[src/hw/rtl/mpcd_pkg.sv]
// ----------------------------------------------------------------------------
// mpcd_pkg
// shared types and constants for the mean pairwise codon distance block
// ----------------------------------------------------------------------------
package mpcd_pkg;

  // configuration register widths and indexes
  localparam int TAXON_REG_W = 7;
  localparam int SITE_REG_W  = 11;
  localparam int CFG_DATA_W  = 11;
  localparam int CFG_IDX_W   = 1;
  localparam logic [CFG_IDX_W-1:0] CFG_TAXON_COUNT = 1'b0;
  localparam logic [CFG_IDX_W-1:0] CFG_SITE_COUNT  = 1'b1;

  // payload widths
  localparam int CODON_W    = 6;
  localparam int CELL_W     = CODON_W + 1;
  localparam int FRAC_W     = 16;
  localparam int MEAN_W     = FRAC_W + 1;
  localparam int IN_DATA_W  = 8;
  localparam int OUT_DATA_W = 24;

  // controller to datapath commands
  typedef struct packed {
    logic load_we;
    logic walk_init;
    logic pair_clr;
    logic rd_issue;
    logic div_frac;
    logic div_mean;
    logic acc_frac;
    logic acc_zero;
    logic next_pair;
    logic out_load;
  } mpcd_cmd_t;

  // datapath to controller status
  typedef struct packed {
    logic site_last;
    logic tot_zero;
    logic walk_last;
    logic div_busy;
    logic div_done;
  } mpcd_sts_t;

endpackage

[src/hw/rtl/mpcd_ctrl.sv]
// ----------------------------------------------------------------------------
// mpcd_ctrl
// sequencer for loading, the pair walk, the divisions and the result beat
// ----------------------------------------------------------------------------
module mpcd_ctrl (
  input  logic                clk,
  input  logic                rst_n,
  input  logic                in_tvalid,
  input  logic                in_tlast,
  output logic                in_tready,
  output logic                out_tvalid,
  input  logic                out_tready,
  output mpcd_pkg::mpcd_cmd_t cmd,
  input  mpcd_pkg::mpcd_sts_t sts
);
  import mpcd_pkg::*;

  localparam logic [3:0] S_IDLE  = 4'd0;
  localparam logic [3:0] S_INIT  = 4'd1;
  localparam logic [3:0] S_PCLR  = 4'd2;
  localparam logic [3:0] S_SITE  = 4'd3;
  localparam logic [3:0] S_DRAIN = 4'd4;
  localparam logic [3:0] S_EVAL  = 4'd5;
  localparam logic [3:0] S_FWAIT = 4'd6;
  localparam logic [3:0] S_NEXT  = 4'd7;
  localparam logic [3:0] S_MWAIT = 4'd8;
  localparam logic [3:0] S_OUTW  = 4'd9;

  logic [3:0] state_r, state_nxt;
  logic       ovalid_r, ovalid_nxt;
  logic       in_beat;

  assign in_tready = (state_r == S_IDLE);
  assign in_beat   = in_tvalid && in_tready;

  always_comb begin
    state_nxt = state_r;
    cmd       = '0;
    cmd.load_we = in_beat;
    unique case (state_r)
      S_IDLE: begin
        if (in_beat && in_tlast) begin
          state_nxt = S_INIT;
        end
      end
      S_INIT: begin
        cmd.walk_init = 1'b1;
        state_nxt     = S_PCLR;
      end
      S_PCLR: begin
        cmd.pair_clr = 1'b1;
        state_nxt    = S_SITE;
      end
      S_SITE: begin
        cmd.rd_issue = 1'b1;
        if (sts.site_last) begin
          state_nxt = S_DRAIN;
        end
      end
      S_DRAIN: state_nxt = S_EVAL;
      S_EVAL: begin
        if (sts.tot_zero) begin
          cmd.acc_zero = 1'b1;
          state_nxt    = S_NEXT;
        end else begin
          cmd.div_frac = 1'b1;
          state_nxt    = S_FWAIT;
        end
      end
      S_FWAIT: begin
        if (sts.div_done) begin
          cmd.acc_frac = 1'b1;
          state_nxt    = S_NEXT;
        end
      end
      S_NEXT: begin
        if (sts.walk_last) begin
          cmd.div_mean = 1'b1;
          state_nxt    = S_MWAIT;
        end else begin
          cmd.next_pair = 1'b1;
          state_nxt     = S_PCLR;
        end
      end
      S_MWAIT: begin
        if (sts.div_done) begin
          state_nxt = S_OUTW;
        end
      end
      S_OUTW: begin
        if (!ovalid_r || out_tready) begin
          cmd.out_load = 1'b1;
          state_nxt    = S_IDLE;
        end
      end
      default: state_nxt = S_IDLE;
    endcase
  end

  always_comb begin
    ovalid_nxt = ovalid_r;
    if (ovalid_r && out_tready) begin
      ovalid_nxt = 1'b0;
    end
    if (cmd.out_load) begin
      ovalid_nxt = 1'b1;
    end
  end

  always_ff @(posedge clk) begin
    if (!rst_n) begin
      state_r  <= S_IDLE;
      ovalid_r <= 1'b0;
    end else begin
      state_r  <= state_nxt;
      ovalid_r <= ovalid_nxt;
    end
  end

  assign out_tvalid = ovalid_r;

endmodule

[config.mk]
export PLATFORM = sky130hd
export DESIGN_NAME = mpcd_ctrl
export DESIGN_NICKNAME = d
export VERILOG_FILES = /design/src/hw/rtl/mpcd_pkg.sv /design/src/hw/rtl/mpcd_ctrl.sv
export SDC_FILE = /design/constraint.sdc
export NUM_CORES = 1
export LEC_CHECK = 0
export BUFFER_PORTS_ARGS = -buffer_cell sky130_fd_sc_hd__clkbuf_2
export CAP_MARGIN = 20
export CORE_AREA = 4 4 41 43
export CTS_CLUSTER_DIAMETER = 200
export CTS_CLUSTER_SIZE = 25
export DETAILED_ROUTE_END_ITERATION = 10
export DIE_AREA = 0 0 45 47
export PLACE_DENSITY = 0.65
export SLEW_MARGIN = 20
export SYNTH_ARGS = -nofsm -noshare
export SYNTH_HDL_FRONTEND = slang
export SYNTH_SLANG_ARGS = --single-unit
[constraint.sdc]
create_clock -name clk -period 1.9 [get_ports clk]
set_clock_uncertainty 0.15 [all_clocks]
set_input_delay 0.57 -clock clk [delete_from_list [all_inputs] [get_ports clk]]
set_output_delay 0.57 -clock clk [all_outputs]
set_load 0.1 [all_outputs]
Word-level counts from Yosys, hierarchy flattened
Cells that the tools add are included.
- memory bits (read-only): 0
- input bits: 10
- memories: 0
- RAM bits: 0
- latch bits: 0
- word-level logic and storage cells: 49
- output and inout bits: 12
- register bits after elaboration: 5
- multiplexer cells: 25
- shift operators: 0
- div/mod/pow operators: 0
- bitwise logic cells: 0
- magnitude comparators: 0
- equality and inequality tests: 14
- $mul: 0
- $add $sub $neg: 0
- reduce and logical (&&, ||, !) cells: 8
- operators by type and width (kind ; number):
    $pmux W4 S10 ; 1
    $mux W4 ; 6
    $mux W1 ; 18
    $eq A4 B3 Y1 const B ; 4
    $eq A4 B2 Y1 const B ; 2
    $eq A4 B4 Y1 const B ; 2
    $ne A2 B2 Y1 const B ; 4
    $reduce_and A5 Y1 ; 1
    $eq A4 B1 Y1 const B ; 1
    $logic_not A4 Y1 ; 1
    $logic_and A1 B1 Y1 ; 3
    $ne A2 B1 Y1 const B ; 1
    $reduce_bool A2 Y1 ; 1
    $logic_not A1 Y1 ; 1
    $logic_or A1 B1 Y1 ; 1

Logic depth before layout (Yosys ltp)
- depth after elaboration: 5
- depth in mapped cells: 5
- mapped depth without buffers: 4

Least setup slack after synthesis
Ideal clock, no wire load.
- path kind: register to output
- from: register state_r[2]
- to: output port cmd[7] (netlist name)
- arrival time: 3.673 ns
- cell stages (with the launch flop): 3
- required time: 1.180 ns
- slack: -2.493 ns
- path buffers: 1
- cells stage by stage: dfxtp_1 -> buf_2 -> nor4b_1
- RTL lines (item ; line ; source):
    start: declaration ; mpcd_ctrl.sv:29 ; logic [3:0] state_r, state_nxt;
    start signal: assignment ; mpcd_ctrl.sv:115 ; state_r <= state_nxt;
    end: declaration ; mpcd_ctrl.sv:13 ; output mpcd_pkg::mpcd_cmd_t cmd,

==> implementation parameters <==
Parameter                              Value

Outcome
  Outcome    finished with violations
  Violated checks    negative setup slack

Final layout
  Leading cell types in the layout, fill and taps excluded    buf_4, buf_12, clkbuf_2
  Diodes inserted    0
  Nets@finish    118
  Area added between synthesis and finish    160%
  Layout cells sized above 1    67.3%
  Area occupied by multi-input gates    434 µm²
  Final design area excluding fillers    1140 µm²
  Number of filler instances in the final layout    68
  Core utilization of the finished layout    87.8%
  Sequential cell area in the final layout    116 µm²
  Most common library cell in the layout ignoring fill and taps    buf_4

Critical path
  Cell family with most CP delay    simple AND/OR/NAND/NOR gates
  Startpoint type of the worst setup path    register
  Path type of the worst setup path    reg -> out
  Largest fanout on the critical path    4
  Kind of end point of the critical path    output pin
  Req. time, crit path    1.18 ns
  Biggest cell delay along the critical path    0.35 ns
  Worst path buffer plus inverter count    2
  Data arrival time of the critical path    1.32 ns
  Sequence of cells on the critical path    buf_6 > nor4_4 > and2_4 > buf_12
  Slowest stage cell on the critical path    dfxtp_4

Clock tree
  Clock-pin slew reported for the worst setup and hold paths after clock tree synthesis    0.05 ns
  Total clock sinks    5
  CTS Hold Bufs    0
  Max clock buf depth    2
  Number of buffers added by the clock tree synthesis step    3
  # H-tree levels    1
  CTS tree    done
  Clk Tree Root Cell    clkbuf_4
  Worst-Skew Late Latency    0.25 ns

Synth
  Count of synthesis-stage warnings from yosys    0
  Number of instances in the synthesized netlist    62
  Fraction of post-synthesis cell area in the top cell type by area    22.8%
  Simple-gate area share of the yosys netlist    48.7%
  Largest family of logic cells by synthesized area    simple AND/OR/NAND/NOR gates
  Compound-Gate Fraction of Synth Area    13.4%
  Per-instance average area after synthesis    7.08 µm²
  Multiplexer share of the synthesized area    2.28%
  Area share of xor/xnor cells in the synthesized design    0%
  Distinct cells, synth    27
  Synth Cell Area    439 µm²
  Dominant cell type by area after synthesis    dfxtp_1
  Adder-Cell Fraction of Synth Area    0%
  Synthesized Nets    72
  Flop and latch count out of synthesis    5
  Largest cells by area after synthesis    dfxtp_1, nor3_1, nor2_1
  Seq/Total Area, Yosys    22.8%

Pwr
  Total power draw    0.000933 W
  Comb power frac    69.7%
  Peak ir drop on the vdd network    0.501 mV
  Design internal power    0.000492 W
  Clock network fraction of design power    13.6%
  Seq pwr share    16.7%
  Cell leakage power    0.481 nW
  Total power density per cell area    817 nW/µm²
  Switching part of the total power    47.3%
  Sw Pwr    0.000441 W

Floorplan
  Die extent in y    47 µm
  Total Die Area    2120 µm²
  Num ports    22
  Initial standard-cell utilization of the core    33.7%
  Row cnt    13
  Die Wd    45 µm
  Floorplan Core Area    1300 µm²

GRT
  Initial antenna violation count    0
  Wire length of the first global-routing pass    2930 µm
  Via count of the first global-routing pass    668
  Overflow left after global routing    0
  Overall Global Routing Usage    19.1%
  Maximum number of pins on one net before global-route repair    9

Timing
  Worst-case hold slack    0.440 ns
  Fin. Hold Viols    0
  Final count of negative-setup-slack endpoints    11
  Setup slack of the critical path after layout    -0.142 ns
  Achievable frequency    0.490 GHz
  Period Utilization, post-route    107%
  Final TNS setup    -0.874 ns
  Pins over their slew limit    0
  Setup repair after global routing missed its margin    true
  Transition time at the pin with the least slew margin    0.431 ns
  Worst slew slack as a fraction of its limit    70.5%
  Tmin final    2.04 ns

Detailed routing
  DRC violations left    0
  DRC marker count from the first detailed-route iteration    8
  Initial DRT Pass Iterations    4
  Post-route ant nets    0
  WL/cell    14.4 µm
  Count of vias placed by the detailed router    624
  Sum of routed wire length over all layers    1760 µm
  Vias per inst    5.11

Placement
  HPWL after detailed placement    1160 µm
  Weighted congestion reported at the end of routability-driven placement    0.817
  Count of buffers inserted at the top-level ports    20
  Cell area after placement    942 µm²

Min path
  Classification of the worst-slack hold path    in -> reg

Flow run
  Reported max-cap violation count    0
## power by group through the flow
stage                     Sequential [W]  Clock [W]  Combinational [W]
after floorplan                 0.000129          0           0.000390
after global placement          0.000146          0           0.000555
after detailed placement        0.000147          0           0.000560
after CTS                       0.000159   0.000127           0.000614
after global routing            0.000159   0.000137           0.000677
final                           0.000156   0.000127           0.000650
## per-layer routing
layer	routed length (µm)	GRT usage, %
met1	725	22.2
met2	920	32.8
met3	91	5.75
met4	24	7.60
met5	0	0
## state kept, by name (all words and copies together) (netlist names)
signal,cells
state_r,4
out_tvalid,1
## cell families (layout without fill, tap and decap cells)
family,Yosys count,after routing
AO/OA/AOI/OAI,10,10
flip-flops,5,5
multiplexers,1,1
AND/OR/NAND/NOR,36,36
buffers and inverters,10,55
## Yosys cell counts (all sizes together)
cell type,count
a2111oi,1
buf,6
o21ai,3
and3b,1
nand3b,2
nor2,8
clkinv,1
o211ai,1
nand2b,4
nor3b,3
nand2,3
mux2i,1
a21oi,4
nor3,9
inv,3
and4bb,1
or4,1
nor4,1
nor2b,1
o31ai,1
and2,1
dfxtp,5
nor4b,1
## final timing paths
kind | startpoint | endpoint | slack, ns | cells past startpoint
setup / recovery | state_r[3] | cmd[9] | -0.14 | 4
hold / removal | rst_n | state_r[1] | 0.44 | 3
setup reg to reg | state_r[1] | state_r[1] | 0.16 | 7
hold reg to reg | state_r[1] | state_r[1] | 0.50 | 3
## through the flow
| stage | setup WS [ns] | std cells |
|---|---|---|
| floorplan | -0.877 | 62 |
| global placement | -0.0497 | 106 |
| detailed placement | -0.0618 | 106 |
| CTS | -0.149 | 119 |
| global route | -0.194 | 122 |
| finish | -0.142 | 122 |
## worst min-delay path: cells and delay by family
kind	cells	cell delay, ns
simple gates	1	0.06
mux	1	0.06
buf+inv	1	0.10
## repair_timing
item,in CTS,in global routing
pin swaps,9,5
cloned,0,0
resized for setup,15,1
setup endpoints to repair,11,11
buffers inserted,9,3
## final cells by class
class	count	share of cell area, %
flip-flops and latches	5	10.2
well taps	15	1.64
multi-input cells	47	38.0
clock buffers	4	2.30
inverters	4	2.41
repair buffers	47	45.5
Note: power is estimated with default switching activity, not from simulation.
